===== config.mk =====
export PLATFORM = sky130hd
export DESIGN_NAME = midi_input_parser
export DESIGN_NICKNAME = d
export VERILOG_FILES = /design/src/hdl/mip_pkg.sv /design/src/hdl/midi_input_parser.sv /design/src/hdl/mip_parser.sv
export SDC_FILE = /design/constraint.sdc
export NUM_CORES = 1
export LEC_CHECK = 0
export ABC_AREA = 1
export BUFFER_PORTS_ARGS = -buffer_cell sky130_fd_sc_hd__buf_2
export CORE_ASPECT_RATIO = 1.25
export CORE_MARGIN = 2
export CORE_UTILIZATION = 40
export CTS_BUF_LIST = sky130_fd_sc_hd__clkbuf_4 sky130_fd_sc_hd__clkbuf_8
export CTS_CLUSTER_SIZE = 12
export DETAILED_ROUTE_END_ITERATION = 7
export GPL_TIMING_DRIVEN = 0
export PLACE_DENSITY = 0.69
export SYNTH_ARGS = -nofsm -noshare
export SYNTH_HDL_FRONTEND = slang
export SYNTH_SLANG_ARGS = --single-unit

===== constraint.sdc =====
create_clock -name i_clk -period 7.35 [get_ports i_clk]
set_input_delay 0.735 -clock i_clk [delete_from_list [all_inputs] [get_ports i_clk]]
set_output_delay 0.735 -clock i_clk [all_outputs]
set_load 0.02 [all_outputs]

===== src/hdl/mip_pkg.sv =====
`timescale 1ns / 1ps
// ----------------------------------------------------------------------------
// mip_pkg
// Shared types and constants for the MIDI input parser: parse phases,
// result kinds, register indexes, the configuration set and the result beat.
// ----------------------------------------------------------------------------
package mip_pkg;

    localparam int SX_LEN_W = 13;
    localparam logic [SX_LEN_W-1:0] MAX_SYSEX = 13'd4096;

    // Parser phases
    typedef enum logic [2:0] {
        PH_IDLE,
        PH_ONE_OF_ONE,
        PH_ONE_OF_TWO,
        PH_SECOND,
        PH_SYSEX
    } t_phase;

    // Result kinds
    localparam logic [1:0] KIND_CHAN      = 2'd0;
    localparam logic [1:0] KIND_RT        = 2'd1;
    localparam logic [1:0] KIND_NATIVE    = 2'd2;
    localparam logic [1:0] KIND_UNIVERSAL = 2'd3;

    // Register indexes
    localparam logic [1:0] CFG_MANUFACTURER = 2'd0;
    localparam logic [1:0] CFG_PRODUCT      = 2'd1;
    localparam logic [1:0] CFG_DEVICE       = 2'd2;
    localparam logic [1:0] CFG_CLOCK_WRAP   = 2'd3;

    // Byte codes
    localparam logic [7:0] SYSEX_START  = 8'hF0;
    localparam logic [7:0] SYSEX_END    = 8'hF7;
    localparam logic [7:0] RT_FIRST     = 8'hF8;
    localparam logic [3:0] SYS_NIBBLE   = 4'hF;
    localparam logic [3:0] PGM_NIBBLE   = 4'hC;
    localparam logic [3:0] PRESS_NIBBLE = 4'hD;
    localparam logic [3:0] RT_CLOCK     = 4'h8;
    localparam logic [3:0] RT_START     = 4'hA;
    localparam logic [6:0] UNIVERSAL_NRT = 7'h7E;
    localparam logic [6:0] BROADCAST_ID  = 7'h7F;

    typedef struct packed {
        logic [23:0] manufacturer_id;
        logic [6:0]  product_id;
        logic [6:0]  device_id;
        logic [15:0] clock_wrap;
    } t_cfg;

    typedef struct packed {
        logic [1:0]          kind;
        logic [7:0]          status;
        logic [3:0]          channel;
        logic [6:0]          data_first;
        logic [6:0]          data_second;
        logic [6:0]          sysex_command;
        logic [SX_LEN_W-1:0] sysex_length;
        logic [15:0]         clock_position;
    } t_result;

endpackage


===== src/hdl/midi_input_parser.sv =====
`timescale 1ns / 1ps
// ----------------------------------------------------------------------------
// midi_input_parser
// MIDI byte stream parser: running-status channel messages, real-time bytes
// with song clock position, and sysex capture with native/universal class.
// ----------------------------------------------------------------------------
// Pipeline: an accepted byte is held in the input register, and its result beat
//   is then loaded into the result register for the master side.
// Throughput: one byte per cycle unless a result beat waits on the master side;
//   the parse step is a single pass of logic between the two registers.
// Reset (synchronous, active low): parser idle, no running status, clock
//   disarmed at position zero, registers at their defaults, both stages empty.
module midi_input_parser
    import mip_pkg::*;
(
    input  logic        i_clk,
    input  logic        i_rst_n,
    input  logic        s_axis_tvalid,
    output logic        s_axis_tready,
    input  logic [7:0]  s_axis_tdata,   // [7:0] rx_byte
    output logic        m_axis_tvalid,
    input  logic        m_axis_tready,
    // [7:0] status, [11:8] channel, [18:12] data_first, [25:19] data_second,
    // [32:26] sysex_command, [45:33] sysex_length, [61:46] clock_position
    output logic [63:0] m_axis_tdata,
    output logic [1:0]  m_axis_tuser,   // [1:0] kind
    input  logic        i_cfg_we,
    input  logic [1:0]  i_cfg_idx,
    input  logic [23:0] i_cfg_data
);

    t_cfg       r_cfg;
    logic       r_in_valid;
    logic [7:0] r_in_byte;
    logic       r_out_valid;
    t_result    r_out;
    logic       adv;
    logic       emit;
    t_result    result;

    assign adv           = r_in_valid && (!r_out_valid || m_axis_tready);
    assign s_axis_tready = !r_in_valid || adv;

    always_ff @(posedge i_clk) begin
        if (!i_rst_n) begin
            r_cfg.manufacturer_id <= 24'h002127;
            r_cfg.product_id      <= 7'h5D;
            r_cfg.device_id       <= 7'h00;
            r_cfg.clock_wrap      <= 16'd384;
        end else if (i_cfg_we) begin
            unique case (i_cfg_idx)
                CFG_MANUFACTURER: r_cfg.manufacturer_id <= i_cfg_data;
                CFG_PRODUCT:      r_cfg.product_id      <= i_cfg_data[6:0];
                CFG_DEVICE:       r_cfg.device_id       <= i_cfg_data[6:0];
                CFG_CLOCK_WRAP:   r_cfg.clock_wrap      <= i_cfg_data[15:0];
                default:          ;
            endcase
        end
    end

    always_ff @(posedge i_clk) begin
        if (!i_rst_n) begin
            r_in_valid <= 1'b0;
        end else if (s_axis_tready) begin
            r_in_valid <= s_axis_tvalid;
        end
    end

    always_ff @(posedge i_clk) begin
        if (s_axis_tready && s_axis_tvalid) begin
            r_in_byte <= s_axis_tdata;
        end
    end

    mip_parser u_parser (
        .i_clk    (i_clk),
        .i_rst_n  (i_rst_n),
        .i_en     (adv),
        .i_byte   (r_in_byte),
        .i_cfg    (r_cfg),
        .o_emit   (emit),
        .o_result (result)
    );

    // Load a new beat on advance; otherwise drop the beat once taken
    always_ff @(posedge i_clk) begin
        if (!i_rst_n) begin
            r_out_valid <= 1'b0;
        end else if (adv) begin
            r_out_valid <= emit;
        end else if (m_axis_tready) begin
            r_out_valid <= 1'b0;
        end
    end

    always_ff @(posedge i_clk) begin
        if (adv && emit) begin
            r_out <= result;
        end
    end

    assign m_axis_tvalid = r_out_valid;
    assign m_axis_tuser  = r_out.kind;
    assign m_axis_tdata  = {2'b00, r_out.clock_position, r_out.sysex_length,
                            r_out.sysex_command, r_out.data_second,
                            r_out.data_first, r_out.channel, r_out.status};

    a_rt_always_out: assert property (@(posedge i_clk) disable iff (!i_rst_n)
        adv && (r_in_byte >= RT_FIRST) |=> r_out_valid && (r_out.kind == KIND_RT))
        else $error("real-time byte did not produce a beat");

    a_sys_status: assert property (@(posedge i_clk) disable iff (!i_rst_n)
        r_out_valid && (r_out.kind != KIND_CHAN) |-> r_out.status == SYSEX_START)
        else $error("system beat with wrong status");

    a_chan_status: assert property (@(posedge i_clk) disable iff (!i_rst_n)
        r_out_valid && (r_out.kind == KIND_CHAN)
        |-> r_out.status[7] && (r_out.status != SYSEX_START) && (r_out.sysex_length == '0))
        else $error("channel beat with bad status or length");

endmodule


===== src/hdl/mip_parser.sv =====
`timescale 1ns / 1ps
// ----------------------------------------------------------------------------
// mip_parser
// Byte-wise parse state: running status, sysex capture and song clock.
// Computes the result of one byte combinationally and updates state on i_en.
// ----------------------------------------------------------------------------
module mip_parser
    import mip_pkg::*;
(
    input  logic       i_clk,
    input  logic       i_rst_n,
    input  logic       i_en,
    input  logic [7:0] i_byte,
    input  t_cfg       i_cfg,
    output logic       o_emit,
    output t_result    o_result
);

    localparam logic [SX_LEN_W-1:0] SX_HDR_LAST = 13'd6;

    t_phase              r_phase, n_phase;
    logic [3:0]          r_run_status, n_run_status;
    logic [3:0]          r_run_chan, n_run_chan;
    logic [6:0]          r_held, n_held;
    logic [SX_LEN_W-1:0] r_sx_count, n_sx_count;
    logic [6:0]          r_sx_hdr [6];
    logic                r_armed, n_armed;
    logic [15:0]         r_clk_count, n_clk_count;

    logic                is_rt;
    logic                is_status;
    logic                is_sx_end;
    logic [3:0]          hi;
    logic                run_one_byte;
    logic                hi_one_byte;
    logic [16:0]         clk_sum;
    logic [SX_LEN_W-1:0] sx_count_inc;
    logic                hdr_we;
    logic [2:0]          hdr_idx;
    logic                mfg_match;
    logic                native_ok;
    logic                universal_ok;

    assign hi           = i_byte[7:4];
    assign is_rt        = (i_byte >= RT_FIRST);
    assign is_status    = i_byte[7];
    assign is_sx_end    = (r_phase == PH_SYSEX) && (i_byte == SYSEX_END);
    assign run_one_byte = (r_run_status == PGM_NIBBLE) || (r_run_status == PRESS_NIBBLE);
    assign hi_one_byte  = (hi == PGM_NIBBLE) || (hi == PRESS_NIBBLE);
    assign clk_sum      = {1'b0, r_clk_count} + 17'd1;
    assign sx_count_inc = (r_sx_count < MAX_SYSEX) ? r_sx_count + 13'd1 : r_sx_count;

    // Header bytes sit at offsets one to six of the message
    assign hdr_we  = i_en && !is_rt && !is_status && (r_phase == PH_SYSEX)
                     && (r_sx_count < MAX_SYSEX) && (r_sx_count != '0)
                     && (r_sx_count <= SX_HDR_LAST);
    assign hdr_idx = 3'(r_sx_count - 13'd1);

    // Classification on the count that includes the closing byte
    assign mfg_match = (sx_count_inc > 13'd4)
                       && ({1'b0, r_sx_hdr[0]} == i_cfg.manufacturer_id[23:16])
                       && ({1'b0, r_sx_hdr[1]} == i_cfg.manufacturer_id[15:8])
                       && ({1'b0, r_sx_hdr[2]} == i_cfg.manufacturer_id[7:0]);
    assign native_ok = mfg_match && (sx_count_inc > 13'd7)
                       && (r_sx_hdr[3] == i_cfg.product_id)
                       && ((r_sx_hdr[4] == BROADCAST_ID) || (r_sx_hdr[4] == i_cfg.device_id));
    assign universal_ok = !mfg_match && (sx_count_inc > 13'd2)
                          && (r_sx_hdr[0] == UNIVERSAL_NRT);

    // Next state
    always_comb begin
        n_phase      = r_phase;
        n_run_status = r_run_status;
        n_run_chan   = r_run_chan;
        n_held       = r_held;
        n_sx_count   = r_sx_count;
        n_armed      = r_armed;
        n_clk_count  = r_clk_count;
        if (i_en) begin
            priority if (is_rt) begin
                if (i_byte[3:0] == RT_START) begin
                    n_armed = 1'b1;
                end else if (i_byte[3:0] == RT_CLOCK) begin
                    if (r_armed) begin
                        n_armed     = 1'b0;
                        n_clk_count = '0;
                    end else if (clk_sum >= {1'b0, i_cfg.clock_wrap}) begin
                        n_clk_count = '0;
                    end else begin
                        n_clk_count = clk_sum[15:0];
                    end
                end
            end else if (is_sx_end) begin
                n_sx_count = sx_count_inc;
                n_phase    = PH_IDLE;
            end else if (is_status) begin
                // A status byte drops whatever message is pending
                if (hi == SYS_NIBBLE) begin
                    n_run_status = '0;
                    n_run_chan   = '0;
                    if (i_byte == SYSEX_START) begin
                        n_phase    = PH_SYSEX;
                        n_sx_count = 13'd1;
                    end else begin
                        n_phase = PH_IDLE;
                    end
                end else begin
                    n_run_status = hi;
                    n_run_chan   = i_byte[3:0];
                    n_phase      = hi_one_byte ? PH_ONE_OF_ONE : PH_ONE_OF_TWO;
                end
            end else if (r_phase == PH_SYSEX) begin
                n_sx_count = sx_count_inc;
            end else begin
                unique case (r_phase)
                    PH_IDLE: begin
                        if ((r_run_status != '0) && !run_one_byte) begin
                            n_held  = i_byte[6:0];
                            n_phase = PH_SECOND;
                        end
                    end
                    PH_ONE_OF_ONE: n_phase = PH_IDLE;
                    PH_ONE_OF_TWO: begin
                        n_held  = i_byte[6:0];
                        n_phase = PH_SECOND;
                    end
                    PH_SECOND: n_phase = PH_IDLE;
                    default:   n_phase = PH_IDLE;
                endcase
            end
        end
    end

    // Result
    always_comb begin
        o_emit                  = 1'b0;
        o_result                = '0;
        o_result.clock_position = n_clk_count;
        priority if (is_rt) begin
            o_emit           = 1'b1;
            o_result.kind    = KIND_RT;
            o_result.status  = SYSEX_START;
            o_result.channel = i_byte[3:0];
        end else if (is_sx_end) begin
            o_emit                = native_ok || universal_ok;
            o_result.kind         = native_ok ? KIND_NATIVE : KIND_UNIVERSAL;
            o_result.status       = SYSEX_START;
            o_result.sysex_length = sx_count_inc;
            o_result.sysex_command = native_ok ? r_sx_hdr[5] : 7'd0;
        end else if (!is_status && (r_phase != PH_SYSEX)) begin
            o_result.kind    = KIND_CHAN;
            o_result.status  = {r_run_status, 4'h0};
            o_result.channel = r_run_chan;
            if (r_phase == PH_SECOND) begin
                o_emit               = 1'b1;
                o_result.data_first  = r_held;
                o_result.data_second = i_byte[6:0];
            end else if ((r_phase == PH_ONE_OF_ONE)
                         || ((r_phase == PH_IDLE) && (r_run_status != '0) && run_one_byte)) begin
                o_emit              = 1'b1;
                o_result.data_first = i_byte[6:0];
            end
        end else begin
            o_emit = 1'b0;
        end
    end

    always_ff @(posedge i_clk) begin
        if (!i_rst_n) begin
            r_phase      <= PH_IDLE;
            r_run_status <= '0;
            r_run_chan   <= '0;
            r_held       <= '0;
            r_sx_count   <= '0;
            r_armed      <= 1'b0;
            r_clk_count  <= '0;
        end else begin
            r_phase      <= n_phase;
            r_run_status <= n_run_status;
            r_run_chan   <= n_run_chan;
            r_held       <= n_held;
            r_sx_count   <= n_sx_count;
            r_armed      <= n_armed;
            r_clk_count  <= n_clk_count;
        end
    end

    always_ff @(posedge i_clk) begin
        if (hdr_we) begin
            r_sx_hdr[hdr_idx] <= i_byte[6:0];
        end
    end

    a_count_bound: assert property (@(posedge i_clk) disable iff (!i_rst_n)
        r_sx_count <= MAX_SYSEX)
        else $error("sysex count beyond saturation limit");

    a_run_status_set: assert property (@(posedge i_clk) disable iff (!i_rst_n)
        (r_phase == PH_ONE_OF_ONE || r_phase == PH_ONE_OF_TWO || r_phase == PH_SECOND)
        |-> r_run_status[3])
        else $error("channel phase without running status");

    a_sysex_clears_run: assert property (@(posedge i_clk) disable iff (!i_rst_n)
        r_phase == PH_SYSEX |-> r_run_status == '0)
        else $error("running status kept during sysex capture");

endmodule


# After elaboration in Yosys (flattened, before gate mapping)

Memory sizes are Yosys's and may differ from the RTL's. A register that Yosys moved wholly into a read port is not among the register bits.
Cells that the tools add are included.

Register bits: 169
RAM bits: 42
Output and inout port bits: 68
Word-level logic and storage cells: 168
Memories: 1

Memory list:

| name              | depth | width | read ports | clocked after Yosys merged registers in | wr ports | line             | RTL |
|---|---|---|---|---|---|---|---|
| u_parser.r_sx_hdr | 6     | 7     | 6          | 1                                       | 1        | mip_parser.sv:26 | `logic [6:0] r_sx_hdr [6];` |

Add/sub/neg operators: 3
Magnitude comparators: 7
Equality and inequality tests: 29
Mux-type cells: 43
Bitwise logic cells: 7
Reductions and logical operators: 57

Operators by type and width:

| kind                    | number |
|---|---|
| $mux W16                | 6 |
| $mux W13                | 6 |
| $eq A4 B4 Y1 const B    | 7 |
| $mux W7                 | 4 |
| $gt A13 B3 Y1 const B   | 2 |
| $mux W26                | 1 |
| $eq A7 B8 Y1            | 3 |
| $logic_and A1 B1 Y1     | 22 |
| $mux W18                | 1 |
| $mux W3                 | 6 |
| $add A16 B1 Y17 const B | 1 |
| $ge A17 B16 Y1          | 1 |
| $eq A8 B8 Y1 const B    | 2 |
| $eq A7 B7 Y1            | 2 |
| $eq A7 B7 Y1 const B    | 2 |
| $pmux W7 S2             | 1 |
| $add A13 B1 Y13 const B | 1 |
| $gt A13 B2 Y1 const B   | 1 |
| $le A13 B3 Y1 const B   | 1 |
| $lt A13 B13 Y1 const B  | 1 |
| $reduce_bool A13 Y1     | 1 |
| $mux W1                 | 12 |
| $mux W4                 | 3 |
| $mux W10                | 1 |
| 30 further kinds        | 58 |

# Logic depth before layout (Yosys ltp)

Depth after elaboration: 13
Gate-level depth with buffers: 20

# Hierarchy

Synthesis repeated with hierarchy kept, for this count alone.

Cells, all modules: 1215
Area, all modules: 10324.9 µm²

By module, submodules not included:

| module            | instances | cells an instance | area an instance (µm²) | sequential area each (µm²) |
|---|---|---|---|---|
| mip_parser        | 1         | 797               | 5815.6                 | 2222.1 |
| midi_input_parser | 1         | 418               | 4509.3                 | 3283.1 |

# Worst setup path after synthesis

OpenSTA, ideal clock, no wires.

Path kind: flip-flop to flip-flop
Start: reg u_parser.r_sx_count[0]
End: reg r_out (netlist bit m_axis_tdata[10]) (enable)
Arrival: 3.064 ns
Data required time: 6.936 ns
Path slack: 3.872 ns
Stages on the path, launching flop included: 17
Path buffers: 0
Path through: dfxtp_1 -> inv_1 -> ha_1 -> inv_1 -> o21ai_0 -> inv_1 -> nor2_1 -> nand2_1 -> nand3_1 -> nor2_1 -> nor2_1 -> nand2_1 -> nand2_1 -> nand2_1 -> nand2_1 -> nand2_2 -> inv_1

Longest elaborated chain between the ends: 13
Elaborated cells between the ends (all ways): 19
Those cells by class: 1 x add/sub; 4 x order compare; 3 x mux; 11 x reduce/logical

RTL lines:

| element                                                        | line                               | RTL |
|---|---|---|
| from (decl)                                                    | mip_parser.sv:25                   | `logic [SX_LEN_W-1:0] r_sx_count, n_sx_count;` |
| from (signal assigned)                                         | mip_parser.sv:182                  | `r_sx_count <= n_sx_count;` |
| $add A13 B1 Y13 / $lt A13 B13 Y1 (equally long branches)       | mip_parser.sv:51                   | `assign sx_count_inc = (r_sx_count < MAX_SYSEX) ? r_sx_count + 13'd1 : r_sx_count;` |
| $mux W13 (*)                                                   | mip_parser.sv:51                   |  |
| $gt A13 B3 Y1                                                  | mip_parser.sv:60                   | `assign mfg_match = (sx_count_inc > 13'd4)` |
| $logic_and A1 B1 Y1                                            | mip_parser.sv:61                   | `&& ({1'b0, r_sx_hdr[0]} == i_cfg.manufacturer_id[23:16])` |
| $logic_and A1 B1 Y1                                            | mip_parser.sv:62                   | `&& ({1'b0, r_sx_hdr[1]} == i_cfg.manufacturer_id[15:8])` |
| $logic_and A1 B1 Y1                                            | mip_parser.sv:63                   | `&& ({1'b0, r_sx_hdr[2]} == i_cfg.manufacturer_id[7:0]);` |
| $logic_and A1 B1 Y1 / $logic_not A1 Y1 (equally long branches) | mip_parser.sv:64, mip_parser.sv:67 |  |
| $logic_and A1 B1 Y1, on equally long branches                  | mip_parser.sv:65, mip_parser.sv:67 |  |
| $logic_and A1 B1 Y1, on equally long branches                  | mip_parser.sv:66, mip_parser.sv:68 |  |
| $logic_or A1 B1 Y1 (*)                                         | mip_parser.sv:145                  | `o_emit = native_ok \|\| universal_ok;` |
| $mux W1 (*)                                                    | mip_parser.sv:144                  | `end else if (is_sx_end) begin` |
| $mux W1 (*)                                                    | mip_parser.sv:139                  | `priority if (is_rt) begin` |
| $logic_and A1 B1 Y1 (*)                                        | midi_input_parser.sv:97            | `if (adv && emit) begin` |
| to (signal assigned)                                           | midi_input_parser.sv:98            | `r_out <= result;` |
| to (decl)                                                      | midi_input_parser.sv:36            | `t_result r_out;` |

Every way passes the cells marked *; elsewhere a longest branch is shown, timed or not.
A chain may end at the register's enable or synchronous reset.

# Worst setup path after layout

Start: reg u_parser.r_sx_count[0]
End: reg r_out (netlist bit m_axis_tdata[55]) (enable)

The elaborated chain is that of the path after synthesis.

==> reports/results.ini <==
[synthesis]
syn_inst = 1036
yosysWarnings = 0
synth_compound_area_share_pct = 10.3
synth_mux_area_share_pct = 0
async_flop_share_pct = 0
synth-xor-area-share_pct = 3.46
yosysSeqAreaShare_pct = 55.9
syn_area_per_cell_sq_um = 9.29
synth.distinct_cells = 49
syn_area_sq_mm = 0.00963
synthAdderAreaFrac_pct = 2.47
synth_flop_cell = edfxtp_1
yosys.area_share.simple_pct = 21.8
synth_top_family_by_area = simple AND/OR/NAND/NOR gates
synth-edff-count = 110
ys_seq_elements = 214

[pwr]
vdd_drop_max_mv = 0.108
powerDensity_mw_per_mm2 = 226
power.total_mw = 2.56
p_leak_nw = 4.74

[global_routing]
grt_first_pass_wirelength_um = 37700
grt_pass1_vias = 7373
grt.total_usage_pct = 19.2
grt_start_max_net_pins = 39
overflow = 0
antenna_found_initial = 0

[clocking]
cts_tree = yes
cts_hold_buf = 0
clk_latency_ps = 520
clkTransAtPathRegs_ps = 60
postCtsResizedCells = 0
postCtsSetupRepairBufs = 0
clock_path_buffers = 3
htreeDepth = 2
root_buffer = clkbuf_8
cts_sinks = 214
cts_buffers = 36

[routing]
drc = 0
vias = 7575
routed_wl_um = 24000
viasPerCell = 5.06
final_antenna_net_count = 0
routedWlPerCell_um = 16.0
drtIter0Drc = 533
dr.pass1.iters = 6

[setup_path]
cp.required_ps = 7540
cp_max_fo = 38
end_kind = register
crit_type = reg -> reg
slowest_stage = o21ai_0
path_cells = inv_1, ha_1, inv_1, o21ai_0, inv_1, nor2_1, nand2_1, nand3_1, nor2_1, nor2_1, nand2_1, nand2_1, nand2_1, nand2_1, nand2_2, inv_2, buf_12
worstReg2RegStart = u_parser.r_sx_count[0]
cpMostUsedCell = nand2_1
worstReg2RegEnd = m_axis_tdata[55]
cp_top_family = buffers and inverters
cp_slowest_stage_delay_ps = 480
r2r_cells = 17
crit_arrival_ps = 3700
rrSetupSlack_ps = 3840
cp_num_buf_inv = 5
worst_setup_path_start_kind = register

[timing]
slew_headroom_pct = 34.4
finalCritPeriodShare_pct = 47.7
tns_ps = 0
timing.final.max_slew_violations = 0
setup_ws_ps = 3840
tightestPinTransition_ps = 976
final-hold-violation-count = 0
rsz0062_at_grt = false
fin_crit_ps = 3510
skew_ps = 26.7
fmax_ghz = 0.285
setup_violations = 0

[finish]
area_growth_pct = 17.5
final_common_cell = nand2_1
multiInputGateArea_sq_mm = 0.00368
drive_gt1_share_pct = 20.1
final_nets = 1237
n_antenna_cell = 0
regArea_sq_mm = 0.00539
final_cells = 1497
stdcell_area_sq_mm = 0.0113
mostFrequentLayoutCells = 191 x nand2_1, 117 x nor2_1, 110 x edfxtp_1, 104 x dfxtp_1, 101 x buf_2
nFillCells = 2259

[die]
dieArea_sq_mm = 0.0253
start_util_pct = 40.7
rows = 63
io_pins = 107
core_sq_mm = 0.0236
die_w_um = 143
die_h_um = 177

[hold_path]
hold_start = s_axis_tdata[7]
hold_class = in -> reg
hold_depth = 1
hold_end = r_in_byte[7]

[place]
gp_congestion = 0.923
portBuffers = 99
dp.cells = 1433
hpwl_um = 17600
dp_slack_ps = 3920
dpl-instance-area_sq_mm = 0.0105

[outcome]
status = finished clean

[flow_run]
max_cap_violations = 0

logic make-up (layout without fill, tap and decap cells):
group	after synthesis	in the layout
other	1	6
flip-flops	214	214
XOR/XNOR	38	38
AO/OA/AOI/OAI	178	178
buffers and inverters	141	305
adder cells (fa/ha/maj)	19	19
AND/OR/NAND/NOR	445	445
cell type report:
type	count	share of cell area, %
plain buffers	32	1.52
clock buffers	56	6.15
clock inverters	8	0.774
inverters	109	3.62
multi-input cells	686	32.5
flip-flops and latches	214	47.6
well taps	292	3.23
repair buffers	100	4.56
worst reg2reg max path: stages, from the launching register on:
cell	delay [ps]
dfxtp_1	400
inv_1	130
ha_1	320
inv_1	70
o21ai_0	480
inv_1	180
nor2_1	170
nand2_1	70
nand3_1	100
nor2_1	50
nor2_1	130
nand2_1	90
nand2_1	60
nand2_1	50
nand2_1	70
nand2_2	70
inv_2	450
buf_12	300
synthesized netlist by cell type (2+ instances only):
master    count  share of area, %
nor3_1       17              0.88
nand3_1      40               2.1
nor4_1        5              0.32
ha_1         19               2.5
inv_2         5              0.19
nand2_2      15              0.97
edfxtp_1    110                34
nor2_1      117               4.6
nor4_2        2              0.26
or2_2         4              0.26
clkbuf_1     21              0.82
nor2_4        6              0.70
a21oi_2      13               1.2
nand4_2      10               1.3
inv_1       101               3.9
xnor2_1      13               1.2
nand4_1      22               1.4
clkinv_1      3              0.12
o22ai_1       3              0.19
o21ai_1       2              0.10
nand3b_1      3              0.23
buf_4         6              0.47
dfxtp_1     104                22
xor2_1       25               2.3
a21oi_1      78               4.1
o21ai_0      67               3.5
nor2_2        7              0.45
buf_2         2              0.10
o211ai_1      3              0.23
a22o_1        2              0.18
a211oi_1      2              0.16
nand2_1     191               7.4
buf_6         2              0.23
state kept, by name, indices dropped and copies added, names as in the netlist, 3 cells and up:
register	count
m_axis_tdata	58
r_cfg	54
u_parser.r_sx_hdr	42
u_parser.r_clk_count	16
u_parser.r_sx_count	13
r_in_byte	8
u_parser.r_held	7
u_parser.r_run_chan	4
u_parser.r_run_status	4
u_parser.r_phase	3
how the worst max path moves through the flow:
| stage | end | depth (start not counted) | startpoint |
|---|---|---|---|
| after floorplan | m_axis_tdata[10] | 16 | u_parser.r_sx_count[0] |
| after global placement | m_axis_tdata[48] | 16 | u_parser.r_sx_count[0] |
| after detailed placement | m_axis_tdata[46] | 19 | u_parser.r_clk_count[0] |
| after CTS | m_axis_tdata[46] | 19 | u_parser.r_clk_count[0] |
| after global routing | m_axis_tdata[51] | 17 | u_parser.r_sx_count[0] |
| final | m_axis_tdata[55] | 17 | u_parser.r_sx_count[0] |
routing by layer:
metal | vias up | GRT usage, % | part of all wire (%)
met5 | - | 0 | 0
met4 | 0 | 7.34 | 3.2
met3 | 51 | 3.75 | 5.5
met2 | 249 | 34.5 | 50
met1 | 3493 | 22.4 | 41
li1 | 3782 | - | -
report_power, final:
| part | internal (mW) | switching (mW) | total (mW) |
|---|---|---|---|
| clock | 0.672 | 0.468 | 1.14 |
| combinational | 0.0401 | 0.0803 | 0.120 |
| sequential | 1.28 | 0.0225 | 1.30 |
through the flow:
stage	utilization, %	hold slack [ps]
2_1_floorplan	-	435
5_1_grt	47.8	378
4_1_cts	47.8	368
3_3_place_gp	44.4	454
3_5_place_dp	44.5	457
6_report	47.8	397
Power figures use the tool's default switching activity.
